$ cat src/hw/rtl/kmpq_pkg.sv
// ----------------------------------------------------------------------------
// kmpq_pkg
// Shared types and codes for the keyed max-priority queue: request and
// response words, slot layout, operation kinds and status codes.
// ----------------------------------------------------------------------------
package kmpq_pkg;

  localparam int KEY_W  = 16;
  localparam int PRIO_W = 32;

  typedef logic [KEY_W-1:0]         key_t;
  typedef logic signed [PRIO_W-1:0] prio_t;

  // operation kinds
  localparam logic [1:0] KIND_INSERT  = 2'd0;
  localparam logic [1:0] KIND_EXTRACT = 2'd1;
  localparam logic [1:0] KIND_CHANGE  = 2'd2;

  // status codes
  localparam logic [2:0] ST_OK    = 3'd0;
  localparam logic [2:0] ST_DUP   = 3'd1;
  localparam logic [2:0] ST_NOKEY = 3'd2;
  localparam logic [2:0] ST_EMPTY = 3'd3;
  localparam logic [2:0] ST_FULL  = 3'd4;

  // request word
  typedef struct packed {
    logic [1:0] kind;
    key_t       key;
    prio_t      priority_req;
  } req_t;

  // response word
  typedef struct packed {
    logic [2:0] status;
    key_t       out_key;
    prio_t      out_priority;
    logic [4:0] occupancy;
  } rsp_t;

  // one queue slot as held in the slot memory
  typedef struct packed {
    logic  used;
    key_t  key;
    prio_t prio;
  } slot_t;

endpackage

$ cat src/hw/rtl/keyed_max_priority_queue_unit.sv
// ----------------------------------------------------------------------------
// keyed_max_priority_queue_unit
// Keyed max-priority queue of CAPACITY slots: insert, extract highest and
// change priority, one response word per request word.
//
//   channel  dir  handshake            word
//   req      in   req_valid/req_stall  kmpq_pkg::req_t
//   rsp      out  rsp_valid/rsp_stall  kmpq_pkg::rsp_t
//
// A request passes through accept, a sweep of every slot of the slot memory
// through its one read port into the shared compare unit, a write-back and
// the load of the response register, which waits while an older response stalls.
// After reset a clearing pass over every slot empties the slot memory;
// req_stall stays high during it.
// A stalled response holds; the next request is taken while it waits.
// ----------------------------------------------------------------------------
module keyed_max_priority_queue_unit #(
  parameter int CAPACITY = 16
) (
  input  logic            clk,
  input  logic            rst,
  input  logic            req_valid,
  output logic            req_stall,
  input  kmpq_pkg::req_t  req,
  output logic            rsp_valid,
  input  logic            rsp_stall,
  output kmpq_pkg::rsp_t  rsp
);
  import kmpq_pkg::*;

  localparam int AW = (CAPACITY > 1) ? $clog2(CAPACITY) : 1;
  localparam int CW = AW + 1;
  localparam int NW = $clog2(CAPACITY + 1);

  typedef enum logic [2:0] {
    S_CLEAR,
    S_IDLE,
    S_SCAN,
    S_WRITE,
    S_HOLD
  } state_t;

  state_t          state;
  logic [CW-1:0]   cnt;
  logic [NW-1:0]   entry_count;
  logic [NW-1:0]   count_next;
  req_t            req_r;
  rsp_t            res;
  rsp_t            res_next;

  // slot memory, one write and one registered read port
  slot_t           mem [CAPACITY];
  slot_t           rd_slot;
  logic            rd_valid;
  logic [AW-1:0]   rd_idx;
  logic            wr_en;
  logic [AW-1:0]   wr_addr;
  slot_t           wr_data;

  // scan results
  logic            found;
  logic [AW-1:0]   found_idx;
  logic            free_found;
  logic [AW-1:0]   free_idx;
  logic            best_valid;
  logic [AW-1:0]   best_idx;
  key_t            best_key;
  prio_t           best_prio;

  logic            above;
  logic            key_eq;
  logic            scan_last;

  assign req_stall = (state != S_IDLE);
  assign scan_last = (cnt == CW'(CAPACITY));

  // shared compare unit against the running best and the request key
  kmpq_cmp u_cmp (
    .a_key   (rd_slot.key),
    .a_prio  (rd_slot.prio),
    .b_key   (best_key),
    .b_prio  (best_prio),
    .m_key   (req_r.key),
    .a_above (above),
    .key_eq  (key_eq)
  );

  // slot memory
  always_ff @(posedge clk) begin
    if (wr_en) begin
      mem[wr_addr] <= wr_data;
    end
    if (state == S_SCAN && !scan_last) begin
      rd_slot <= mem[cnt[AW-1:0]];
    end
  end

  // write-back and result decode
  always_comb begin
    wr_en      = 1'b0;
    wr_addr    = cnt[AW-1:0];
    wr_data    = '0;
    count_next = entry_count;
    res_next   = '0;
    res_next.status = ST_OK;
    if (state == S_CLEAR) begin
      wr_en = 1'b1;
    end else if (state == S_WRITE) begin
      case (req_r.kind)
        KIND_INSERT: begin
          if (found) begin
            res_next.status = ST_DUP;
          end else if (!free_found) begin
            res_next.status = ST_FULL;
          end else begin
            wr_en      = 1'b1;
            wr_addr    = free_idx;
            wr_data    = '{used: 1'b1, key: req_r.key, prio: req_r.priority_req};
            count_next = entry_count + NW'(1);
          end
        end
        KIND_EXTRACT: begin
          if (!best_valid) begin
            res_next.status = ST_EMPTY;
          end else begin
            wr_en      = 1'b1;
            wr_addr    = best_idx;
            wr_data    = '{used: 1'b0, key: best_key, prio: best_prio};
            count_next = (entry_count != '0) ? entry_count - NW'(1) : entry_count;
            res_next.out_key      = best_key;
            res_next.out_priority = best_prio;
          end
        end
        KIND_CHANGE: begin
          if (!found) begin
            res_next.status = ST_NOKEY;
          end else begin
            wr_en   = 1'b1;
            wr_addr = found_idx;
            wr_data = '{used: 1'b1, key: req_r.key, prio: req_r.priority_req};
          end
        end
        default: begin
          res_next.status = ST_OK;
        end
      endcase
    end
    res_next.occupancy = 5'(count_next);
  end

  // sequencer, scan tracking and response register
  always_ff @(posedge clk) begin
    if (rst) begin
      state       <= S_CLEAR;
      cnt         <= '0;
      entry_count <= '0;
      rd_valid    <= 1'b0;
      rsp_valid   <= 1'b0;
    end else begin
      if (rsp_valid && !rsp_stall && (state != S_HOLD)) begin
        rsp_valid <= 1'b0;
      end
      case (state)
        S_CLEAR: begin
          if (cnt == CW'(CAPACITY - 1)) begin
            cnt   <= '0;
            state <= S_IDLE;
          end else begin
            cnt <= cnt + CW'(1);
          end
        end
        S_IDLE: begin
          rd_valid   <= 1'b0;
          found      <= 1'b0;
          free_found <= 1'b0;
          best_valid <= 1'b0;
          if (req_valid) begin
            req_r <= req;
            cnt   <= '0;
            state <= S_SCAN;
          end
        end
        S_SCAN: begin
          rd_valid <= !scan_last;
          rd_idx   <= cnt[AW-1:0];
          if (!scan_last) begin
            cnt <= cnt + CW'(1);
          end else begin
            state <= S_WRITE;
          end
          // evaluate the slot read in the previous cycle
          if (rd_valid) begin
            if (rd_slot.used && key_eq) begin
              found     <= 1'b1;
              found_idx <= rd_idx;
            end
            if (!rd_slot.used && !free_found) begin
              free_found <= 1'b1;
              free_idx   <= rd_idx;
            end
            if (rd_slot.used && (!best_valid || above)) begin
              best_valid <= 1'b1;
              best_idx   <= rd_idx;
              best_key   <= rd_slot.key;
              best_prio  <= rd_slot.prio;
            end
          end
        end
        S_WRITE: begin
          entry_count <= count_next;
          res         <= res_next;
          state       <= S_HOLD;
        end
        S_HOLD: begin
          // load when the register is empty or its word leaves this cycle
          if (!rsp_valid || !rsp_stall) begin
            rsp       <= res;
            rsp_valid <= 1'b1;
            state     <= S_IDLE;
          end
        end
        default: begin
          state <= S_IDLE;
        end
      endcase
    end
  end

  // a taken request starts a sweep, never a second acceptance
  a_req_busy: assert property (@(posedge clk) disable iff (rst)
    req_valid && !req_stall |=> req_stall)
    else $error("request accepted while a sweep was pending");

  // the entry count never exceeds the slot count
  a_count_range: assert property (@(posedge clk) disable iff (rst)
    entry_count <= NW'(CAPACITY))
    else $error("entry count beyond capacity");

  // a failed request returns no entry
  a_err_zero: assert property (@(posedge clk) disable iff (rst)
    rsp_valid && (rsp.status != ST_OK) |-> (rsp.out_key == '0) && (rsp.out_priority == '0))
    else $error("error response carries entry data");

  // the count moves only in the write-back cycle
  a_count_hold: assert property (@(posedge clk) disable iff (rst)
    state != S_WRITE |=> $stable(entry_count))
    else $error("entry count changed outside write-back");

endmodule

$ cat src/hw/rtl/kmpq_cmp.sv
// ----------------------------------------------------------------------------
// kmpq_cmp
// Shared rank and key compare unit: orders two entries as (priority, key)
// pairs with signed priority, and checks the entry key against a lookup key.
// ----------------------------------------------------------------------------
module kmpq_cmp (
  input  kmpq_pkg::key_t  a_key,
  input  kmpq_pkg::prio_t a_prio,
  input  kmpq_pkg::key_t  b_key,
  input  kmpq_pkg::prio_t b_prio,
  input  kmpq_pkg::key_t  m_key,
  output logic            a_above,
  output logic            key_eq
);
  import kmpq_pkg::*;

  // priority first, larger key breaks a tie
  assign a_above = (a_prio > b_prio) || ((a_prio == b_prio) && (a_key > b_key));

  // key match for lookups
  assign key_eq = (a_key == m_key);

endmodule
$ cat config.mk
export PLATFORM = sky130hd
export DESIGN_NAME = keyed_max_priority_queue_unit
export DESIGN_NICKNAME = d
export VERILOG_FILES = /design/src/hw/rtl/kmpq_pkg.sv /design/src/hw/rtl/keyed_max_priority_queue_unit.sv /design/src/hw/rtl/kmpq_cmp.sv
export SDC_FILE = /design/constraint.sdc
export NUM_CORES = 1
export LEC_CHECK = 0
export CAP_MARGIN = 40
export CORE_MARGIN = 3
export CORE_UTILIZATION = 30
export CTS_BUF_LIST = sky130_fd_sc_hd__clkbuf_2 sky130_fd_sc_hd__clkbuf_4 sky130_fd_sc_hd__clkbuf_8
export CTS_CLUSTER_SIZE = 30
export DETAILED_ROUTE_END_ITERATION = 6
export DONT_BUFFER_PORTS = 1
export PLACE_DENSITY = 0.55
export REMOVE_ABC_BUFFERS = 1
export SLEW_MARGIN = 20
export SYNTH_ARGS = -nofsm -noshare
export SYNTH_HDL_FRONTEND = slang
export SYNTH_SLANG_ARGS = --single-unit
$ cat constraint.sdc
create_clock -name clk -period 10.1 [get_ports clk]
set_input_delay 2.02 -clock clk [delete_from_list [all_inputs] [get_ports clk]]
set_output_delay 2.02 -clock clk [all_outputs]
set_load 0.1 [all_outputs]
==> key figures <==
Place
  – Input/output buffers: 0
  – Post-place instance area: 45400 um^2
  – Hpwl dp: 61.7 mm
  – Number of cells after detailed placement: 3748
  – Placer Congestion: 0.771
  – Dpl ws: 5770 ps

Floorplanning
  – Die width: 378 um
  – Initial core utilization: 0.304
  – Core area: 136000 um^2
  – I/O pins: 112
  – Die footprint: 143000 um^2
  – Die extent in y: 378 um
  – Cell row count: 135

Power
  – P_int: 0.00717 W
  – Leakage: 14.4 nW
  – Clock power frac: 0.414
  – Flop pwr share: 0.544
  – Net Sw Frac: 0.218
  – Power density cells: 186 nW/um^2
  – Tot Pwr: 0.00916 W
  – Peak VDD IR: 0.000114 V
  – Comb pwr share: 0.043
  – Switching power: 0.00199 W

Worst setup path
  – Worst r2r dst: mem[12][25]$_DFFE_PP_
  – Endpoint class of the critical path: flop
  – Critical Path Start: req_r[49]$_DFFE_PP_
  – Setup crit start kind: flop
  – Worst setup path class: flop to flop
  – Path depth of the worst reg2reg path: 8
  – Critical path arrival: 4810 ps
  – WP data required: 10560 ps
  – Worst-path fanout max: 50
  – FF-to-FF setup slack: 5750 ps
  – Reg2Reg Launch Point: req_r[49]$_DFFE_PP_

CTS
  – Root Driver: clkbuf_8
  – CTS-repair resized insts: 0
  – Total CTS buffers: 173
  – Post-CTS setup buffers: 0
  – Clock transition at path regs: 60 ps
  – CTS Buffer Depth: 3
  – Cts hold-fix bufs: 0
  – CTS tree: done
  – CTS sink cnt: 1077
  – H-tree depth: 4
  – Worst-Skew Late Latency: 860 ps

Global route
  – Overflow after GRT: 0
  – Overall Global Routing Usage: 0.147
  – First-pass GRT wire length: 151 mm
  – Largest net degree at the start of global routing: 54
  – Initial antenna violation count: 3
  – Number of global-route vias before repair: 21200

STA
  – # setup viols final: 0
  – Slew HR: 0.400
  – PnR worst setup slack: 5750 ps
  – Hold slack: 403 ps
  – Hold Vio Cnt, Final: 0
  – RSZ-0062 raised after global routing: false
  – Slew Viols, Final: 0
  – Skew final: 41.1 ps
  – Period utilization: 0.431
  – Worst-margin pin slew: 896 ps
  – F_max: 230 MHz
  – Final Critical Period: 4350 ps

Drt
  – Pre-antenna DRT Iters: 6
  – Vias per cell: 4.98
  – WL/cell: 25.4 um
  – Detailed-route via count: 20400
  – WL final: 104 mm
  – Antenna-violating nets left: 0
  – DRC: 0
  – Initial DRC Count: 2214

Logic synthesis
  – Cell Area, Synth: 41400 um^2
  – Synth Warn #: 0
  – Ys async rst share: 0
  – Cells taking the most area after synthesis: edfxtp_1, mux4_2, ha_1, a22oi_1, nor2_1
  – Count leader, synth: edfxtp_1
  – Commonest cells in the netlist: edfxtp_1, mux4_2, nor2_1, inv_1
  – Syn Area/Cell: 21.3 um^2
  – Distinct cells, synth: 60
  – Primary FF master, synth: edfxtp_1
  – Syn Inst Count: 1948
  – Yosys top cell area share: 0.770
  – Seq/Total Area, Yosys: 0.777
  – Number of enable flip-flop cells after synthesis: 1062
  – Area leader, netlist: edfxtp_1
  – Seq cells post-synth: 1077

Final layout
  – Area Overhead vs Synth: 18.8%
  – Cell area after layout: 49200 um^2
  – Final net count: 2285
  – Share of cells above drive strength 1: 0.304
  – Final non-filler cell total: 4103
  – Fillers: 12300

Run
  – Max cap viols: 0

Worst hold path
  – Hold path depth: 0
  – Hold Crit Class: flop to flop
  – Hold Path Sink: rsp[0]$_DFFE_PP_
  – Hold_sp: res[0]$_DFFE_PP_

Outcome
  – Status: finished clean
==> layout by cell type (no fill, tap or decap), types with 10 or more instances in the layout <==
cell        netlist  routed
nor2_4            0      18
edfxtp_1       1062    1062
clkinv_1          0      45
buf_4             1      76
o21ai_0          10      10
clkbuf_8          0     177
buf_16            0      48
nor3_1           54      53
mux4_2          245     245
buf_12            0      15
clkinvlp_4        0      10
inv_1            58      58
xnor2_1          20      20
nor2_1           93      75
nand4_1          16      16
clkinv_2          0      34
a21oi_1          46      46
clkbuf_4          0      36
bufinv_16         0      10
nand2_1          32      30
a22oi_1          52      52
dfxtp_1          15      11
ha_1             54      54
==> critical path, stage by stage (launching register included) <==
cell	delay, ps
edfxtp_1	510
or3b_4	430
a21oi_4	110
buf_4	630
o21ai_2	170
nor2b_1	210
or3_1	500
nor2_4	640
buf_4	690
==> logic make-up (layout without fill, tap and decap cells) <==
kind of cell    count (synthesis)  after routing  synth area share
xor+xnor                       20             20           0.00423
buf+inv                       149            521            0.0144
compound gates                144            144            0.0233
other cells                     0              2                 0
simple gates                  256            256            0.0303
fa+ha+maj                      54             54            0.0163
mux                           248            248             0.134
flops                        1077           1077             0.777
==> sequential cells by signal, indices dropped and copies added (netlist names), 3 cells and up <==
name         count
best_idx         4
best_key        16
best_prio       32
cnt              5
entry_count      5
found_idx        4
free_idx         4
mem            784
rd_idx           4
rd_slot         49
req_r           50
res             56
rsp             56
state            3
==> per-stage QoR <==
stage               setup TNS, ps  utilization
floorplan                 -628340            -
global placement                0        0.321
detailed placement              0        0.333
CTS                             0        0.359
global route                    0        0.361
finish                          0        0.361
==> power by group through the flow <==
| stage | clock (W) | sequential (W) | combinational (W) |
|---|---|---|---|
| finish | 0.00379 | 0.00498 | 0.000390 |
| global placement | 0 | 0.00508 | 0.000367 |
| global route | 0.00415 | 0.00499 | 0.000416 |
| CTS | 0.00392 | 0.00498 | 0.000399 |
| floorplan | 0 | 0.00511 | 0.000267 |
| detailed placement | 0 | 0.00508 | 0.000398 |
==> per-layer routing <==
metal	part of all wire	up-vias	global-route usage	wire length, um
li1	-	8567	-	-
met1	0.44	10800	0.207	45900
met2	0.46	884	0.222	47600
met3	0.081	157	0.0399	8440
met4	0.021	0	0.0450	2190
met5	0	-	0	0
==> layout make-up <==
class / instances / area, um^2 / area share
Sequential cell: 1077 / 32200 / 0.655
Multi-Input combinational cell: 722 / 8780 / 0.179
Clock buffer: 212 / 2700 / 0.0549
Timing Repair Buffer: 145 / 2250 / 0.0458
Tap cell: 1781 / 2230 / 0.0453
Clock inverter: 106 / 786 / 0.0160
Inverter: 58 / 218 / 0.00443
Antenna cell: 2 / 5.00 / 0.000102
==> worst max-delay path by stage <==
| stage | cells after the start | endpoint |
|---|---|---|
| final | 8 | mem[12][25]$_DFFE_PP_ |
| after global routing | 8 | mem[12][25]$_DFFE_PP_ |
| after CTS | 8 | mem[12][25]$_DFFE_PP_ |
| after detailed placement | 8 | mem[12][5]$_DFFE_PP_ |
| after global placement | 8 | mem[12][3]$_DFFE_PP_ |
| after floorplan | 4 | rd_slot[0]$_DFFE_PP_ |
Note: power is estimated with default switching activity, not from simulation.
